===== src/rtl/core/dgm_pkg.sv =====
`timescale 1ns / 1ps
// Shared types and constants for the depth-to-gray row mirror.
// Used by depth_to_gray_with_row_mirror, dgm_front and dgm_out; depends on nothing.
package dgm_pkg;

    localparam int MAX_ROW_WIDTH = 512;
    localparam int COL_W         = $clog2(MAX_ROW_WIDTH);
    localparam int STORE_DEPTH   = 2 * MAX_ROW_WIDTH;
    localparam int ADDR_W        = $clog2(STORE_DEPTH);

    localparam int DEPTH_W       = 16;
    localparam int GRAY_W        = 8;
    localparam int ROW_WIDTH_W   = 10;
    localparam int CFG_INDEX_W   = 2;
    localparam int CFG_DATA_W    = 16;
    // wide enough for the row_width field and for MAX_ROW_WIDTH itself
    localparam int EW = (COL_W + 1 > ROW_WIDTH_W) ? COL_W + 1 : ROW_WIDTH_W;

    localparam logic [CFG_INDEX_W-1:0] REG_MIN_DEPTH = 2'd0;
    localparam logic [CFG_INDEX_W-1:0] REG_MAX_DEPTH = 2'd1;
    localparam logic [CFG_INDEX_W-1:0] REG_ROW_WIDTH = 2'd2;

    localparam logic [DEPTH_W-1:0]     MIN_DEPTH_RST = '0;
    localparam logic [DEPTH_W-1:0]     MAX_DEPTH_RST = '1;
    localparam logic [ROW_WIDTH_W-1:0] ROW_WIDTH_RST = ROW_WIDTH_W'(MAX_ROW_WIDTH);

    typedef struct packed {
        logic [DEPTH_W-1:0] depth_sample;
        logic               frame_start;
    } sample_t;

    typedef struct packed {
        logic [GRAY_W-1:0] gray_level;
        logic              row_valid;
        logic              row_end;
    } pixel_t;

    // per-request tags that ride along with the line-store read
    typedef struct packed {
        logic row_valid;
        logic row_end;
    } tag_t;

endpackage


===== src/rtl/core/dgm_out.sv =====
`timescale 1ns / 1ps
// Back end: read-in-flight stage and output register with stall handling.
// Uses dgm_pkg.
module dgm_out
    import dgm_pkg::*;
(
    input  logic              clk,
    input  logic              rst_n,
    input  logic              fire,
    input  tag_t              tag,
    input  logic [GRAY_W-1:0] ram_rdata,
    output logic              take_ok,
    output logic              pixel_valid,
    output pixel_t            pixel,
    input  logic              pixel_stall
);

    logic   s1_valid_reg, s1_valid_next;
    tag_t   s1_tag_reg;
    logic   out_valid_reg, out_valid_next;
    pixel_t out_reg;
    logic   advance;

    assign advance = ~out_valid_reg | ~pixel_stall;
    // the RAM read register holds while s1 waits, so block new reads then
    assign take_ok = ~s1_valid_reg | advance;

    always_comb
    begin
        s1_valid_next  = s1_valid_reg;
        out_valid_next = out_valid_reg;
        if (advance)
        begin
            out_valid_next = s1_valid_reg;
            s1_valid_next  = 1'b0;
        end
        if (fire)
        begin
            s1_valid_next = 1'b1;
        end
    end

    always_ff @(posedge clk or negedge rst_n)
    begin
        if (!rst_n)
        begin
            s1_valid_reg  <= 1'b0;
            out_valid_reg <= 1'b0;
        end
        else
        begin
            s1_valid_reg  <= s1_valid_next;
            out_valid_reg <= out_valid_next;
        end
    end

    always_ff @(posedge clk)
    begin
        if (fire)
        begin
            s1_tag_reg <= tag;
        end
        if (advance && s1_valid_reg)
        begin
            out_reg.gray_level <= s1_tag_reg.row_valid ? ram_rdata : '0;
            out_reg.row_valid  <= s1_tag_reg.row_valid;
            out_reg.row_end    <= s1_tag_reg.row_end;
        end
    end

    assign pixel_valid = out_valid_reg;
    assign pixel       = out_reg;

    a_gray_zero_when_invalid: assert property (
        @(posedge clk) disable iff (!rst_n)
        out_valid_reg && !out_reg.row_valid |-> out_reg.gray_level == '0)
        else $error("gray level set on a row without data");

    a_no_overrun: assert property (
        @(posedge clk) disable iff (!rst_n)
        s1_valid_reg && !advance |-> !fire)
        else $error("read stage overwritten while held");

    a_hold_stage: assert property (
        @(posedge clk) disable iff (!rst_n)
        s1_valid_reg && !advance |=> s1_valid_reg)
        else $error("held read stage lost its request");

endmodule

===== config.mk =====
export PLATFORM = sky130hd
export DESIGN_NAME = dgm_out
export DESIGN_NICKNAME = d
export VERILOG_FILES = /design/src/rtl/core/dgm_pkg.sv /design/src/rtl/core/dgm_out.sv
export SDC_FILE = /design/constraint.sdc
export NUM_CORES = 1
export LEC_CHECK = 0
export ABC_AREA = 1
export BUFFER_PORTS_ARGS = -buffer_cell sky130_fd_sc_hd__buf_4
export CAP_MARGIN = 10
export CORE_AREA = 5 5 42 44
export DETAILED_ROUTE_END_ITERATION = 7
export DIE_AREA = 0 0 47 49
export PLACE_DENSITY = 0.74
export SLEW_MARGIN = 20
export SYNTH_ARGS = -nofsm -noshare
export SYNTH_HDL_FRONTEND = slang
export SYNTH_SLANG_ARGS = --single-unit

===== constraint.sdc =====
create_clock -name clk -period 1.8 [get_ports clk]
set_input_delay 0.45 -clock clk [delete_from_list [all_inputs] [get_ports clk]]
set_output_delay 0.45 -clock clk [all_outputs]
set_load 0.03 [all_outputs]

==> metrics.cfg, run 1 <==
[run_status]
outcome = completed

[routing]
viasPerCell = 4.47
avgRoutedWirePerCell_um = 11.4
routed-wl-met3_um = 115
routed_wl_um = 943
first_iter_violations = 8
detail_route.first_pass.iterations = 2
vias = 371
drcViolationCount = 0
wl_met1_um = 321
ant_nets = 0
met2_length_um = 486
maxUsedRoutingLayer = met4

[power_and_ir_drop]
switching_share_pct = 26.0
switchingPower_mw = 0.181
leakage_nw = 0.386
ir_drop_mv = 0.405
clockPowerShare_pct = 24.6
p_int_mw = 0.516
combPwrFrac_pct = 18.4
power.density_nw_per_um2 = 933
p_seq_share_pct = 57.0

[clock_network]
insertion_delay_ps = 270
clk_pin_slew_ps = 80
numCtsBuffers = 3
htreeDepth = 1
root_buffer = clkbuf_4
cts_tree = done
cts_sinks = 14
clock_path_buffers = 2
cts_resized = 0

[logic_synthesis]
syn_inst = 38
synth_seq_cells = 14
synth_cell_types = 7
yosys.area.top_type = edfxtp_1
avgSynthCellArea_um2 = 13.3
synth_area_leaders = edfxtp_1 71%, dfrtp_1 9.9%, nand2_1 8.2%, inv_1 7.4%, a21oi_1 0.99%
synth_top_cell_area_share_pct = 71.5
syn_nets = 52
synth_edf_count = 12
ys_warn_count = 0
syn-cell-area_um2 = 504
ys_seq_area_share_pct = 81.4
synthArstFlopShare_pct = 14.3
ys.flop_type = edfxtp_1
synth.most_common_cell = edfxtp_1
synth_commonest_cells = 12 x edfxtp_1, 11 x nand2_1, 10 x inv_1

[sta]
timing.final.ws_setup_ps = 371
slew_viol_final = 0
hold_viol_final = 0
finClkSkew_ps = 2.26
min_period_over_period_pct = 79.4
relSlewSlack_pct = 79.5
fin_crit_ps = 1430
setup_viol = 0
worst_pin_slew_ps = 307
fmax_ghz = 0.700
holdWs_ps = 348
rsz0062_at_grt = no
finalSetupTns_ps = 0

[global_routing]
antenna_found_initial = 0
overflow = 0
grt_max_degree = 11
grt_usage_pct = 9.13
grt_pass1_wl_um = 1480
grt_pass1_vias = 382

[hold_path]
hp-start = tag[1]
worstHoldPathType = in -> reg

[worst_setup_path]
path_max_fanout = 4
cp.arrival_ps = 980
path_cells = nand3_1 -> buf_4
critPathMaxStageDelay_ps = 400
critPathLaunch = pixel_valid
critPathKind = reg -> out
reg2reg_from = pixel_valid
critPathSlowestCell = dfrtp_1
endpoint_kind = output port
worst_setup_path_start_kind = flop
critPathRequiredTime_ps = 1350

[layout]
multi_input_area_um2 = 51.3
largest_register_ffs = 10
drive_gt1_share_pct = 43.3
seq_area_um2 = 410
fillerInstances = 140
areaGrowthSynthToFinish_pct = 48.1
num-nets-final = 83
final_area_um2 = 747
n_antenna_cell = 0

[placed_design]
place.gp.congestion = 0.660
place_ws_ps = 508
dpl_cell_area_um2 = 714
io_buffers = 25
hpwl_um = 724

[die]
die_w_um = 47
die-height_um = 49
fp-row-count = 14
start_util_pct = 36.0
core_um2 = 1400
io-pin-count = 26
die-area_um2 = 2300

[flow_run]
drv_cap = 0

[worst max-delay path: cells and delay by family, from the launching register on]
kind / cells / cell delay, ps
buffers and inverters: 1 / 190
and+or+nand+nor: 1 / 110
DFF: 1 / 400
[power by group through the flow]
stage | registers, mW | logic (mW) | clock network [mW]
floorplan | 0.442 | 0.0260 | 0
global placement | 0.403 | 0.125 | 0
detailed placement | 0.405 | 0.128 | 0
CTS | 0.397 | 0.130 | 0.178
global route | 0.400 | 0.137 | 0.193
finish | 0.397 | 0.128 | 0.172
[placed cells by master (no fill, tap or decap)]
cell type and n:
nand2_1 11, dlygate4sd3_1 1, a21oi_1 1, dfrtp_1 2, nand3_1 1, clkbuf_4 3
edfxtp_1 12, inv_1 10, buf_4 26
[final cells by class]
type	instances	share of cell area, %
flip-flops and latches	14	54.9
repair buffers	27	27.5
multi-input cells	13	6.87
inverters	10	5.03
clock buffers	3	3.02
well taps	16	2.68
[what timing repair did]
action	CTS	global route
hold buffers	1	0
buffers inserted	0	0
endpoints found under the hold margin	2	0
[kinds of logic (layout without fill, tap and decap cells)]
kind of cell	after synthesis	count (layout)	share of synthesized area [%]
DFF	14	14	81.4
and+or+nand+nor	12	12	9.18
AOI/OAI and AO/OA	1	1	0.992
buffers and inverters	11	40	8.44
[layer usage]
| layer | vias to the layer above | track usage (%) |
|---|---|---|
| met5 | - | 0 |
| met4 | 0 | 6.91 |
| met3 | 4 | 2.95 |
| met2 | 21 | 14.5 |
| met1 | 170 | 9.39 |
| li1 | 176 | - |
[through the flow]
step	total power, mW	instances	utilization, %
2_1_floorplan	0.468	38	-
3_3_place_gp	0.528	79	51.0
3_5_place_dp	0.533	79	51.0
4_1_cts	0.705	83	53.3
5_1_grt	0.730	83	53.3
6_report	0.697	83	53.3
[final timing paths]
check | to | slack (ps) | cells after the start
min reg2reg | pixel[0] | 430 | 0
max in group asynchronous | s1_valid_reg | 1220 | 2
min in group asynchronous | pixel_valid | 490 | 2
min | s1_tag_reg[1] | 350 | 1
max | take_ok | 370 | 2
max reg2reg | pixel[9] | 760 | 2
No activity file was read; power rests on OpenSTA's default activity.
==> run 2: changes to the inputs <==
- clock period: 1.8 -> 1.5 ns (I/O delays scaled with it)
==> metrics.cfg, run 2 (same netlist as run 1, synthesis figures left out) <==
[hold_path]
hold_depth = 1
worstHoldPathType = in -> reg

[routing]
routed_wl_um = 941
detail_route.first_pass.iterations = 4
vias = 355
ant_nets = 0
first_iter_violations = 5
avgRoutedWirePerCell_um = 11.2
drcViolationCount = 0
viasPerCell = 4.23

[power_and_ir_drop]
switching_share_pct = 25.8
p_seq_share_pct = 56.1
leakage_nw = 0.387
power.density_nw_per_um2 = 1130
power_mw = 0.848
switchingPower_mw = 0.219
clockPowerShare_pct = 25.8
combPwrFrac_pct = 18.1
ir_drop_mv = 0.459
p_int_mw = 0.629

[sta]
fmax_ghz = 0.762
finalSetupTns_ps = 0
holdWs_ps = 269
slew_viol_final = 0
min_period_over_period_pct = 87.5
hold_viol_final = 0
timing.final.ws_setup_ps = 188
worst_pin_slew_ps = 302
finClkSkew_ps = 6.69
relSlewSlack_pct = 79.8
rsz0062_at_grt = no
fin_crit_ps = 1310
setup_viol = 0

[worst_setup_path]
critPathMaxStageDelay_ps = 410
critPathKind = reg -> out
crit_cells = 2
worst_setup_path_start_kind = flop
critPathRequiredTime_ps = 1120
cpLargestDelayFamily = flip-flops
cp_num_buf_inv = 1
endpoint_kind = output port
critPathSlowestCell = dfrtp_1
worstRegToRegCells = 2
path_cells = nand3_1 -> buf_4
cp.arrival_ps = 940
path_max_fanout = 4

[placed_design]
dpl_cell_area_um2 = 714
hpwl_um = 724
place_inst = 79
io_buffers = 25
place_ws_ps = 373
place.gp.congestion = 0.654

[clock_network]
clk_pin_slew_ps = 80
numCtsBuffers = 3
insertion_delay_ps = 280
cts_sinks = 14
clock_path_buffers = 2
root_buffer = clkbuf_4
htreeDepth = 1
cts_tree = done
cts_resized = 0
cts_setup_buffers = 0

[die]
io-pin-count = 26
die_w_um = 47
die-area_um2 = 2300
fp-row-count = 14
core_um2 = 1400
die-height_um = 49
start_util_pct = 36.0

[layout]
largest_register_ffs = 10
final_cell_mix = 26 x buf_4, 12 x edfxtp_1, 11 x nand2_1, 10 x inv_1, 3 x clkbuf_4
drive_gt1_share_pct = 42.6
n_antenna_cell = 0
final_cells = 84
final_common_cell = buf_4
final_area_um2 = 751
num-nets-final = 83
fin_util_pct = 53.6
areaGrowthSynthToFinish_pct = 48.9

[global_routing]
grt_usage_pct = 8.92
grt_max_degree = 11
grt_pass1_wl_um = 1430
antenna_found_initial = 0
overflow = 0
grt_pass1_vias = 373

[flow_run]
drv_cap = 0

[run_status]
outcome = completed

run 2: what timing repair did:
item / 4_1_cts / 5_1_grt
endpoints found under the setup margin: 0 / 0
endpoints found under the hold margin: 2 / 0
hold buffers: 1 / 0
run 2: power by group through the flow:
stage	clock [mW]	sequential (mW)	combinational [mW]
4_1_cts	0.228	0.476	0.156
5_1_grt	0.242	0.479	0.164
3_5_place_dp	0	0.485	0.153
2_1_floorplan	0	0.530	0.0312
6_report	0.219	0.476	0.154
3_3_place_gp	0	0.484	0.150
run 2: worst paths after layout:
kind,startpoint,to,slack [ps]
setup / recovery,pixel_valid,take_ok,190
hold / removal,tag[1],s1_tag_reg[1],270
setup reg to reg,pixel_valid,pixel[7],470
hold reg to reg,s1_tag_reg[0],pixel[0],430
max in group asynchronous,rst_n,s1_valid_reg,990
min in group asynchronous,rst_n,pixel_valid,420
run 2: final cells by class:
class | count | area (um2)
Fill cell | 131 | 651
Multi-Input combinational cell | 13 | 51.3
Tap cell | 16 | 20.0
Timing Repair Buffer | 27 | 205
Clock buffer | 4 | 26.3
Sequential cell | 14 | 410
Inverter | 10 | 37.5
run 2: per-layer routing:
layer / vias to the layer above / routed length, um / GRT usage [%] / part of all wire, %
li1: 178 / - / - / -
met1: 157 / 333 / 8.71 / 35
met2: 20 / 484 / 13.8 / 51
met3: 0 / 124 / 4.06 / 13
met4: 0 / 0 / 6.91 / 0
met5: - / 0 / 0 / 0
