$ cat src/rtl/core/dgm_pkg.sv
`timescale 1ns / 1ps
// Shared types and constants for the depth-to-gray row mirror.
// Used by depth_to_gray_with_row_mirror, dgm_front and dgm_out; depends on nothing.
package dgm_pkg;

    localparam int MAX_ROW_WIDTH = 512;
    localparam int COL_W         = $clog2(MAX_ROW_WIDTH);
    localparam int STORE_DEPTH   = 2 * MAX_ROW_WIDTH;
    localparam int ADDR_W        = $clog2(STORE_DEPTH);

    localparam int DEPTH_W       = 16;
    localparam int GRAY_W        = 8;
    localparam int ROW_WIDTH_W   = 10;
    localparam int CFG_INDEX_W   = 2;
    localparam int CFG_DATA_W    = 16;
    // wide enough for the row_width field and for MAX_ROW_WIDTH itself
    localparam int EW = (COL_W + 1 > ROW_WIDTH_W) ? COL_W + 1 : ROW_WIDTH_W;

    localparam logic [CFG_INDEX_W-1:0] REG_MIN_DEPTH = 2'd0;
    localparam logic [CFG_INDEX_W-1:0] REG_MAX_DEPTH = 2'd1;
    localparam logic [CFG_INDEX_W-1:0] REG_ROW_WIDTH = 2'd2;

    localparam logic [DEPTH_W-1:0]     MIN_DEPTH_RST = '0;
    localparam logic [DEPTH_W-1:0]     MAX_DEPTH_RST = '1;
    localparam logic [ROW_WIDTH_W-1:0] ROW_WIDTH_RST = ROW_WIDTH_W'(MAX_ROW_WIDTH);

    typedef struct packed {
        logic [DEPTH_W-1:0] depth_sample;
        logic               frame_start;
    } sample_t;

    typedef struct packed {
        logic [GRAY_W-1:0] gray_level;
        logic              row_valid;
        logic              row_end;
    } pixel_t;

    // per-request tags that ride along with the line-store read
    typedef struct packed {
        logic row_valid;
        logic row_end;
    } tag_t;

endpackage

$ cat src/rtl/core/dgm_front.sv
`timescale 1ns / 1ps
// Front end: configuration registers, column/bank tracking, depth window,
// line-store addressing and the clearing pass after reset. Uses dgm_pkg.
module dgm_front
    import dgm_pkg::*;
(
    input  logic                    clk,
    input  logic                    rst_n,
    input  logic                    cfg_we,
    input  logic [CFG_INDEX_W-1:0]  cfg_index,
    input  logic [CFG_DATA_W-1:0]   cfg_data,
    input  logic                    sample_valid,
    input  sample_t                 sample,
    output logic                    sample_stall,
    input  logic                    take_ok,
    output logic                    fire,
    output tag_t                    tag,
    output logic                    ram_we,
    output logic [ADDR_W-1:0]       ram_waddr,
    output logic [GRAY_W-1:0]       ram_wdata,
    output logic                    ram_re,
    output logic [ADDR_W-1:0]       ram_raddr
);

    logic [DEPTH_W-1:0]     min_depth_reg, min_depth_next;
    logic [DEPTH_W-1:0]     max_depth_reg, max_depth_next;
    logic [ROW_WIDTH_W-1:0] row_width_reg, row_width_next;
    logic [COL_W-1:0]       col_reg, col_next;
    logic                   bank_reg, bank_next;
    logic                   ready_reg, ready_next;
    logic                   clearing_reg, clearing_next;
    logic [ADDR_W-1:0]      clr_addr_reg, clr_addr_next;

    logic [EW-1:0]     rw_ext;
    logic [EW-1:0]     w;
    logic [COL_W-1:0]  w_last;
    logic [COL_W-1:0]  col_eff;
    logic              bank_eff;
    logic              ready_eff;
    logic [COL_W-1:0]  p;
    logic [COL_W-1:0]  rcol;
    logic              last;
    logic [GRAY_W-1:0] gray;
    logic [ADDR_W-1:0] wr_addr;
    logic [ADDR_W-1:0] rd_addr;

    assign sample_stall = clearing_reg | ~take_ok;
    assign fire         = sample_valid & ~sample_stall;

    // effective width: zero counts as one, saturate at MAX_ROW_WIDTH (one bank)
    always_comb
    begin
        rw_ext = EW'(row_width_reg);
        if (rw_ext == '0)
        begin
            w = EW'(1);
        end
        else if (rw_ext > EW'(MAX_ROW_WIDTH))
        begin
            w = EW'(MAX_ROW_WIDTH);
        end
        else
        begin
            w = rw_ext;
        end
        w_last = COL_W'(w - EW'(1));
    end

    always_comb
    begin
        col_eff   = sample.frame_start ? '0 : col_reg;
        bank_eff  = sample.frame_start ? 1'b0 : bank_reg;
        ready_eff = sample.frame_start ? 1'b0 : ready_reg;
        // a column past a lowered width ends the row
        p    = (EW'(col_eff) < w) ? col_eff : w_last;
        last = (p == w_last);
        rcol = w_last - p;
        if (sample.depth_sample >= min_depth_reg && sample.depth_sample <= max_depth_reg)
        begin
            gray = sample.depth_sample[GRAY_W-1:0];
        end
        else
        begin
            gray = '0;
        end
        wr_addr = (bank_eff ? ADDR_W'(MAX_ROW_WIDTH) : '0) + ADDR_W'(p);
        rd_addr = (bank_eff ? '0 : ADDR_W'(MAX_ROW_WIDTH)) + ADDR_W'(rcol);
    end

    assign tag.row_valid = ready_eff;
    assign tag.row_end   = last;

    // write and read always hit opposite banks, so no same-entry overlap
    assign ram_we    = clearing_reg | fire;
    assign ram_waddr = clearing_reg ? clr_addr_reg : wr_addr;
    assign ram_wdata = clearing_reg ? '0 : gray;
    assign ram_re    = fire;
    assign ram_raddr = rd_addr;

    always_comb
    begin
        min_depth_next = min_depth_reg;
        max_depth_next = max_depth_reg;
        row_width_next = row_width_reg;
        if (cfg_we)
        begin
            case (cfg_index)
                REG_MIN_DEPTH: min_depth_next = cfg_data[DEPTH_W-1:0];
                REG_MAX_DEPTH: max_depth_next = cfg_data[DEPTH_W-1:0];
                REG_ROW_WIDTH: row_width_next = cfg_data[ROW_WIDTH_W-1:0];
                default:       ;
            endcase
        end
    end

    always_comb
    begin
        col_next      = col_reg;
        bank_next     = bank_reg;
        ready_next    = ready_reg;
        clearing_next = clearing_reg;
        clr_addr_next = clr_addr_reg;
        if (clearing_reg)
        begin
            clr_addr_next = clr_addr_reg + ADDR_W'(1);
            if (clr_addr_reg == ADDR_W'(STORE_DEPTH - 1))
            begin
                clearing_next = 1'b0;
            end
        end
        if (fire)
        begin
            if (last)
            begin
                col_next   = '0;
                bank_next  = ~bank_eff;
                ready_next = 1'b1;
            end
            else
            begin
                col_next   = p + COL_W'(1);
                bank_next  = bank_eff;
                ready_next = ready_eff;
            end
        end
    end

    always_ff @(posedge clk or negedge rst_n)
    begin
        if (!rst_n)
        begin
            min_depth_reg <= MIN_DEPTH_RST;
            max_depth_reg <= MAX_DEPTH_RST;
            row_width_reg <= ROW_WIDTH_RST;
            col_reg       <= '0;
            bank_reg      <= 1'b0;
            ready_reg     <= 1'b0;
            clearing_reg  <= 1'b1;
            clr_addr_reg  <= '0;
        end
        else
        begin
            min_depth_reg <= min_depth_next;
            max_depth_reg <= max_depth_next;
            row_width_reg <= row_width_next;
            col_reg       <= col_next;
            bank_reg      <= bank_next;
            ready_reg     <= ready_next;
            clearing_reg  <= clearing_next;
            clr_addr_reg  <= clr_addr_next;
        end
    end

    a_no_fire_while_clearing: assert property (
        @(posedge clk) disable iff (!rst_n) clearing_reg |-> !fire)
        else $error("request taken during line-store clear");

    a_banks_differ: assert property (
        @(posedge clk) disable iff (!rst_n)
        fire |-> ((wr_addr >= ADDR_W'(MAX_ROW_WIDTH)) != (rd_addr >= ADDR_W'(MAX_ROW_WIDTH))))
        else $error("read and write land in the same bank");

    a_col_in_row: assert property (
        @(posedge clk) disable iff (!rst_n)
        fire && !last |=> (col_reg != '0) || $past(row_width_reg) != row_width_reg)
        else $error("column wrapped without row end");

endmodule

$ cat config.mk
export PLATFORM = sky130hd
export DESIGN_NAME = dgm_front
export DESIGN_NICKNAME = d
export VERILOG_FILES = /design/src/rtl/core/dgm_pkg.sv /design/src/rtl/core/dgm_front.sv
export SDC_FILE = /design/constraint.sdc
export NUM_CORES = 1
export LEC_CHECK = 0
export CELL_PAD_IN_SITES_DETAIL_PLACEMENT = 1
export CELL_PAD_IN_SITES_GLOBAL_PLACEMENT = 1
export CORE_AREA = 5 5 117 119
export DETAILED_ROUTE_END_ITERATION = 7
export DIE_AREA = 0 0 122 124
export DONT_BUFFER_PORTS = 1
export PLACE_DENSITY = 0.67
export SKIP_LAST_GASP = 1
export SYNTH_ARGS = -nofsm -noshare
export SYNTH_HDL_FRONTEND = slang
export SYNTH_SLANG_ARGS = --single-unit
$ cat constraint.sdc
create_clock -name clk -period 6.7 [get_ports clk]
set_input_delay 0.67 -clock clk [delete_from_list [all_inputs] [get_ports clk]]
set_output_delay 0.67 -clock clk [all_outputs]
set_load 0.05 [all_outputs]
==> results of run 1 <==
==> metrics by stage <==
stage | hold slack (ns) | area (µm²)
floorplan | 0.3744 | 4912
global placement | 0.3763 | 5171
detailed placement | 0.3761 | 5171
CTS | 0.02439 | 5479
global route | 0.02137 | 5485
finish | 0.03796 | 5485
==> final timing paths <==
path	from	endpoint	cells past startpoint	slack (ns)
min reg2reg	col_reg[1]	col_reg[1]	2	0.48
min	rst_n	min_depth_reg[14]	0	0.04
max reg2reg	row_width_reg[3]	bank_reg	17	1.76
max in group asynchronous	rst_n	clearing_reg	0	6.44
min in group clk	cfg_data[11]	min_depth_reg[11]	2	0.46
max	row_width_reg[9]	ram_raddr[6]	18	0.60
==> cell families (layout without fill, tap and decap cells) <==
family                   Yosys count  count (layout)  share of synthesized area [%]
multiplexers                      40              40                          9.068
flip-flops                        64              64                          33.06
adder cells (fa/ha/maj)           50              50                          12.84
buffers and inverters             77              83                          6.495
AND/OR/NAND/NOR                  159             159                          16.68
XOR/XNOR                          26              26                          5.018
AO/OA/AOI/OAI                    122             122                          16.84
==> power by group through the flow <==
stage	clock (mW)	combinational, mW	sequential (mW)
6_report	0.478	1.29	0.529
3_3_place_gp	0	1.27	0.530
5_1_grt	0.509	1.41	0.539
4_1_cts	0.490	1.30	0.529
3_5_place_dp	0	1.29	0.534
2_1_floorplan	0	1.04	0.504
==> worst max-delay path, cell delays in order (launching register included) <==
cell	delay, ns
dfstp_2	0.74
nand2b_1	0.25
ha_1	0.19
a21oi_1	0.08
a2bb2oi_1	0.16
a221oi_2	0.46
or2_2	0.40
nor2_1	0.07
a21oi_1	0.30
ha_1	0.22
inv_1	0.06
fa_1	0.40
inv_1	0.13
a21oi_1	0.07
o31a_1	0.33
a221o_1	0.40
a21o_1	0.17
a31oi_1	0.19
xnor2_1	0.50
==> metal layers <==
| metal | global-route usage, % | wire length, µm | up-vias |
|---|---|---|---|
| met5 | 0 | 0 | - |
| met4 | 4.272 | 147 | 0 |
| met3 | 4.087 | 596 | 11 |
| met2 | 31.25 | 6329 | 60 |
| met1 | 24.89 | 6331 | 1991 |
| li1 | - | - | 1903 |
==> area by class of cell <==
type / instances / area (µm²) / share of cell area, %
multi-input cells: 397 / 3030 / 55.25
flip-flops and latches: 64 / 1624 / 29.61
clock buffers: 13 / 270.3 / 4.927
well taps: 172 / 215.2 / 3.923
inverters: 54 / 202.7 / 3.695
repair buffers: 14 / 105.1 / 1.916
clock inverters: 2 / 37.54 / 0.6843
==> repair_timing <==
item	4_1_cts	5_1_grt
setup endpoints to repair	0	1
endpoints found under the hold margin	0	0
gates resized for setup	0	1
==> layout by cell type, fill, tap and decap left out, drive strengths merged, types with 3 or more instances in the layout <==
cell type / instances
o31a: 3
nor2b: 10
dfrtp: 46
inv: 52
nand2: 50
xor2: 6
nand2b: 12
nor2: 31
xnor2: 20
mux2i: 4
nand3b: 3
or2: 4
a31oi: 6
a221o: 3
a21o: 13
ha: 48
buf: 14
mux2: 36
clkbuf: 13
a21oi: 18
nor4b: 8
o31ai: 6
nor4: 5
dfstp: 18
o21ai: 39
o21a: 5
o211ai: 4
nand4: 9
a211oi: 6
nor3: 7
nand3: 8
==> impl_metrics.csv, run 1 <==
group,metric,value,unit
setup_path,worstSetupStartpointType,"flop",
cells_and_area,finish.utilization,44.00,%
power,clock_power_share,20.8,%
placement,pre_cts_slack,0.4229,ns
cts,clk_pin_slew,0.05,ns
cts,clockRootBuffer,"clkbuf_16",
floorplan,io_pins,74,
power,p_seq_share,23.0,%
global_route,antenna_found_initial,0,
floorplan,die_x,122,µm
synth,synth_commonest_cells,"52 x inv_1, 50 x nand2_1, 48 x ha_1",
setup_path,required,6.03,ns
floorplan,start_util,39.41,%
timing,rsz0062_at_grt,"no",
cts,htreeDepth,3,
timing,setup_viol_count_final,0,
power,switching_share,48.17,%
cells_and_area,fin_nets,629,
synth,netlist_instances,538,
power,power.net_switching,1.109,mW
power,power.internal,1.193,mW
timing,finalMaxSlewViolations,0,
floorplan,core,0.01247,mm²
power,leakagePower,2.394,nW
timing,worst_pin_slew,1.152,ns
timing,clock.fmax,0.1638,GHz
timing,slew_headroom,21.00,%
placement,gp_congestion,0.8415,
cells_and_area,fin_cells,716,
cts,hold_buffers,0,
timing,hold_violations,0,
synth,synth_edf_count,0,
floorplan,dieArea,0.01513,mm²
power,powerDensity,419.6,mW/mm²
synth,synth_top_area_share,23.43,%
cells_and_area,fillers,1450,
synth,avgSynthCellArea,9.131,µm²
floorplan,rows,41,
timing,fin_crit,6.103,ns
synth,synth_cell_type_count,66,
cells_and_area,area_delta_synth_final,11.67,%
synth,synth_most_common_cell,"inv_1",
worst_hold_path,hp-class,"in2async",
synth,syn-cell-area,0.004912,mm²
synth,synth_warnings,0,
route,firstDrtPassIters,4,
route,ant_nets,0,
timing,fin_crit_sh,91.10,%
global_route,grt-ovfl-total,0,
setup_path,worstSetupEndpointType,"output port",
global_route,grt_max_degree,65,
synth,synth_area_leaders,"dfrtp_1 23%, ha_1 12%, dfstp_2 9.6%",
cells_and_area,layout-drive-gt1-share,19.67,%
power,comb_power_share,56.2,%
route,drt-initial-drc-count,143,
timing,setup_tns,0,ns
timing,clock_skew,0.004225,ns
global_route,grt_usage,18.71,%
placement,io_buffers,0,
cts,cts_buffers,9,
placement,placedCellCount,701,
cts,cts.sinks,64,
synth,synth_nets,627,
global_route,grt_pass1_wl,22.30,mm
synth,synth_top_area_cell,"dfrtp_1",
cts,cts_max_path_buffers,2,
synth,synth_seq_cells,64,
placement,dp_hpwl,10.50,mm
synth,synth_ff_type,"dfrtp_1",
status,status,"completed",
route,vias,3965,
route,vias_per_cell,5.538,
cts,cts_tree,"yes",
power,irDropWorstVdd,0.1512,mV
global_route,grt_pass1_vias,4331,
synth,ys_seq_area_share,33.06,%
route,wl_per_cell,18.72,µm
setup_path,crit_type,"reg2out",
synth,async_reset_ff_share,100.0,%
setup_path,crit_arrival,5.43,ns
cts,post_cts_buffers,0,
route,drcViolationCount,0,
cts,clkLatencyLatePin,0.32,ns
setup_path,critPathMaxFanout,21,
floorplan,die_height,124,µm
timing,setup_slack,0.5966,ns
power,total_power,2.301,mW
run,cap_violations,0,
route,wl,13.40,mm
cells_and_area,diodes,0,
(Power assumes the default switching activity.)
==> inputs of run 2 (changes only) <==
CORE_AREA = 5 5 107 109   (was 5 5 117 119)
DIE_AREA = 0 0 112 114   (was 0 0 122 124)
PLACE_DENSITY = 0.78   (was 0.67)
==> run 2 against run 1 <==
- fmax down 3.6%
- sequential cell count did not move
- non-clock buffer count rose by 4
- global-route usage grew 3.2 points
==> impl_metrics.csv, run 2 (synthesis gave the netlist of run 1 again) <==
group,metric,value,unit
route,wl_per_cell,20.48,µm
cts,cts_tree,"yes",
timing,clock.fmax,0.1580,GHz
route,firstDrtPassIters,4,
route,vias_per_cell,5.825,
timing,clock_skew,0.008213,ns
cts,clockRootBuffer,"clkbuf_8",
timing,setup_viol_count_final,0,
setup_path,worstSetupStartpointType,"flop",
power,switching_share,51.03,%
setup_path,crit_arrival,5.66,ns
timing,worst_pin_slew,1.136,ns
setup_path,worstSetupEndpointType,"output port",
floorplan,rows,38,
timing,fin_crit,6.330,ns
route,drt-initial-drc-count,194,
global_route,grt_usage,21.93,%
global_route,grt_pass1_vias,4398,
cts,post_cts_buffers,0,
route,vias,4019,
cts,clk_pin_slew,0.07,ns
timing,finalMaxSlewViolations,0,
floorplan,die_x,112,µm
cells_and_area,mostFrequentLayoutCell,"inv_1",
setup_path,required,6.03,ns
placement,io_buffers,0,
cts,htreeDepth,3,
power,power.net_switching,1.105,mW
route,wl,14.13,mm
global_route,grt-ovfl-total,0,
power,irDropWorstVdd,0.3107,mV
global_route,grt_pass1_wl,22.62,mm
power,clock_power_share,15.8,%
placement,pre_cts_slack,0.4888,ns
cts,clkLatencyLatePin,0.35,ns
cells_and_area,layout-drive-gt1-share,19.31,%
floorplan,die_height,114,µm
route,drcViolationCount,0,
timing,setup_slack,0.3700,ns
cells_and_area,most-common-layout-cells,"52 x inv_1, 50 x nand2_1, 48 x ha_1",
timing,rsz0062_at_grt,"no",
setup_path,crit_type,"reg2out",
power,p_seq_share,24.4,%
route,ant_nets,0,
global_route,grt_max_degree,65,
timing,slew_headroom,22.09,%
placement,gp_congestion,0.9115,
placement,dp_hpwl,10.42,mm
global_route,antenna_found_initial,1,
cts,hold_buffers,0,
cts,cts_buffers,9,
cts,cts-resized-gates,0,
power,powerDensity,403.0,mW/mm²
cells_and_area,fin_nets,633,
timing,hold_violations,0,
power,comb_power_share,59.7,%
floorplan,core,0.01051,mm²
floorplan,io_pins,74,
cts,cts_max_path_buffers,2,
worst_hold_path,hp-class,"in2async",
status,status,"completed",
cells_and_area,fillers,1228,
cells_and_area,area_delta_synth_final,9.373,%
timing,setup_tns,0,ns
power,leakagePower,2.366,nW
setup_path,critPathMaxFanout,21,
power,power.internal,1.060,mW
cts,cts.sinks,64,
run,cap_violations,0,
timing,fin_crit_sh,94.48,%
floorplan,dieArea,0.01277,mm²
floorplan,start_util,46.75,%
==> run 2: cell count changes in the layout (fill, tap and decap cells not counted), sizes merged <==
cell         before  now
diode             0    1
clkinv            2    4
clkinvlp          1    0
dlygate4sd3       0    4
==> run 2: metal layers <==
layer	track usage [%]	wire [µm]
met3	4.403	486
met2	36.81	6900
met1	28.99	6506
met4	6.090	236
met5	0	0
==> run 2: power groups by stage <==
stage	combinational [mW]	clock [mW]	sequential, mW
6_report	1.29	0.343	0.529
5_1_grt	1.40	0.369	0.539
4_1_cts	1.29	0.348	0.528
3_5_place_dp	1.28	0	0.534
3_3_place_gp	1.24	0	0.529
2_1_floorplan	1.04	0	0.504
==> run 2: final cells by class <==
| class | instances | area (µm²) | share of cell area [%] |
|---|---|---|---|
| multi-input combinational | 397 | 3024 | 56.29 |
| sequential | 64 | 1624 | 30.23 |
| inverter | 54 | 202.7 | 3.773 |
| tap | 140 | 175.2 | 3.260 |
| clock buffer | 13 | 158.9 | 2.958 |
| timing repair buffer | 18 | 145.1 | 2.701 |
| clock inverter | 3 | 40.04 | 0.7452 |
| antenna | 1 | 2.502 | 0.04658 |
==> run 2: worst max-delay path, stage by stage (launching register included) <==
cell       delay (ns)
dfstp_2          0.73
nand2b_1         0.20
ha_1             0.20
nand3_1          0.09
a2bb2oi_1        0.14
a221oi_1         0.70
or2_2            0.42
nor2_1           0.08
a21oi_1          0.30
ha_1             0.22
inv_1            0.06
fa_1             0.39
inv_1            0.14
a21oi_1          0.06
o31a_1           0.33
a221o_1          0.40
a21o_1           0.17
a31oi_1          0.19
xnor2_1          0.50
==> run 2: path summary, 6_finish.rpt <==
check / startpoint / endpoint / slack (ns) / cells past startpoint
worst min register to register: clr_addr_reg[7] / clr_addr_reg[7] / 0.50 / 1
worst min-delay path: rst_n / row_width_reg[3] / 0.02 / 0
worst max-delay path: row_width_reg[9] / ram_raddr[6] / 0.37 / 18
min in group clk: cfg_data[4] / min_depth_reg[4] / 0.44 / 2
max in group asynchronous: rst_n / row_width_reg[0] / 5.20 / 1
worst max register to register: row_width_reg[3] / bank_reg / 1.63 / 17
==> run 2: per-stage QoR <==
| step | area [µm²] | hold WS (ns) | total power, mW | std cells | util (%) |
|---|---|---|---|---|---|
| after floorplan | 4912 | 0.3744 | 1.543 | 538 | - |
| after global placement | 5131 | 0.3762 | 1.773 | 669 | 48.83 |
| after detailed placement | 5131 | 0.3761 | 1.818 | 669 | 48.83 |
| after CTS | 5330 | 0.00005040 | 2.169 | 685 | 50.73 |
| after global routing | 5373 | 0.005164 | 2.308 | 690 | 51.13 |
| final | 5373 | 0.02370 | 2.165 | 690 | 51.13 |
==> inputs of run 3 (changes only) <==
RECOVER_POWER = 50   (was unset)
==> run 3 against run 2 <==
- core utilization fell by 0.083 points
- sequential power barely moved
- clock-buffer cell count did not move
- setup slack improved by 0.0031 ns
- cell area fell by 0.16%
- combinational power barely moved
- critical path type unchanged
- highest routed layer unchanged
==> impl_metrics.csv, run 3 (synthesis gave the netlist of run 1 again) <==
group,metric,value,unit
cts,cts_max_path_buffers,2,
floorplan,io_pins,74,
cts,cts-resized-gates,0,
timing,hold_violations,0,
timing,fin_crit_sh,94.43,%
power,powerDensity,403.7,mW/mm²
cells_and_area,ff_latch_area,0.001624,mm²
floorplan,core,0.01051,mm²
timing,setup_tns,0,ns
setup_path,crit_type,"reg2out",
floorplan,dieArea,0.01277,mm²
cts,hold_buffers,0,
global_route,grt_max_degree,65,
floorplan,rows,38,
route,drt-initial-drc-count,179,
timing,fin_crit,6.327,ns
setup_path,crit_chain,"nand2b_1 > ha_1 > nand3_1 > a2bb2oi_1 > a221oi_1 > or2_2 > nor2_1 > a21oi_1 > ha_1 > inv_1 > fa_1 > inv_1 > a21oi_1 > o31a_1 > a221o_1 > a21o_1 > a31oi_1 > xnor2_1",
route,wl,14.14,mm
setup_path,max_stage_delay,0.73,ns
cts,post_cts_buffers,0,
timing,clock_skew,0.008277,ns
worst_hold_path,hp-class,"in2async",
cts,clockRootBuffer,"clkbuf_8",
setup_path,required,6.03,ns
timing,worst_pin_slew,1.286,ns
setup_path,worstSetupEndpointType,"output port",
placement,pre_cts_slack,0.4888,ns
status,status,"completed",
cts,clkLatencyLatePin,0.35,ns
cts,clk_pin_slew,0.07,ns
global_route,grt-ovfl-total,0,
global_route,grt_pass1_wl,22.62,mm
run,cap_violations,0,
cts,cts_buffers,9,
route,drcViolationCount,0,
power,leakagePower,2.360,nW
cells_and_area,area_delta_synth_final,9.195,%
setup_path,critPathSlowestCell,"dfstp_2",
route,vias,4024,
cells_and_area,multiInputGateArea,0.003019,mm²
floorplan,start_util,46.75,%
setup_path,worstSetupStartpointType,"flop",
timing,slew_headroom,14.26,%
power,irDropWorstVdd,0.3107,mV
placement,io_buffers,0,
timing,rsz0062_at_grt,"no",
floorplan,die_x,112,µm
route,firstDrtPassIters,4,
route,ant_nets,0,
setup_path,crit_arrival,5.66,ns
setup_path,critPathMaxFanout,21,
cts,cts.sinks,64,
cells_and_area,fin_nets,633,
cells_and_area,mostFrequentLayoutCell,"inv_1",
setup_path,rr_worst_depth,17,
route,vias_per_cell,5.832,
setup_path,worstReg2RegStart,"row_width_reg[3]",
cells_and_area,fillers,1227,
cells_and_area,most-common-layout-cells,"52 x inv_1, 50 x nand2_1, 48 x ha_1",
floorplan,die_height,114,µm
timing,finalMaxSlewViolations,0,
placement,dp_hpwl,10.42,mm
cells_and_area,layout-drive-gt1-share,18.58,%
setup_path,critPathLaunch,"row_width_reg[9]",
cts,cts_tree,"yes",
timing,setup_slack,0.3730,ns
global_route,grt_pass1_vias,4398,
placement,gp_congestion,0.9115,
timing,clock.fmax,0.1581,GHz
route,wl_per_cell,20.49,µm
timing,setup_viol_count_final,0,
global_route,grt_usage,21.93,%
cts,htreeDepth,3,
timing,whs,0.02477,ns
global_route,antenna_found_initial,1,
run 3: worst max-delay path, delay by kind of cell, from the launching register on:
| kind | cells | cell delay, ns |
|---|---|---|
| simple gates | 4 | 0.79 |
| buf+inv | 2 | 0.20 |
| xor+xnor | 1 | 0.50 |
| fa+ha+maj | 3 | 0.81 |
| compound gates | 8 | 2.29 |
| flops | 1 | 0.73 |
run 3: report_power, final:
group | internal, mW | total [mW] | switching [mW]
logic | 0.399 | 1.29 | 0.894
registers | 0.469 | 0.529 | 0.0599
clock network | 0.191 | 0.343 | 0.152
run 3: final cells by class:
class	instances	area share [%]
timing repair buffer	18	2.636
clock inverter	3	0.7464
sequential	64	30.28
clock buffer	13	2.962
inverter	54	3.779
tap	140	3.266
antenna	1	0.04665
multi-input combinational	397	56.29
run 3: per-stage QoR:
step	util, %	area [µm²]	instances	power (mW)
after floorplan	-	4912	538	1.543
after global placement	48.83	5131	669	1.773
after detailed placement	48.83	5131	669	1.818
after CTS	50.73	5330	685	2.169
after global routing	51.05	5364	690	2.307
final	51.05	5364	690	2.165
run 3: path summary, 6_finish.rpt:
path | endpoint | slack, ns
min | row_width_reg[3] | 0.02
max | ram_raddr[6] | 0.37
max reg2reg | bank_reg | 1.62
min reg2reg | clr_addr_reg[7] | 0.50
max in group asynchronous | min_depth_reg[14] | 5.21
min in group clk | min_depth_reg[4] | 0.44
run 3: per-layer routing:
layer / GRT usage (%) / vias to the layer above / wire [µm]
li1: - / 1918 / -
met1: 28.99 / 2014 / 6521
met2: 36.81 / 71 / 6908
met3: 4.403 / 21 / 476
met4: 6.090 / 0 / 233
met5: 0 / - / 0
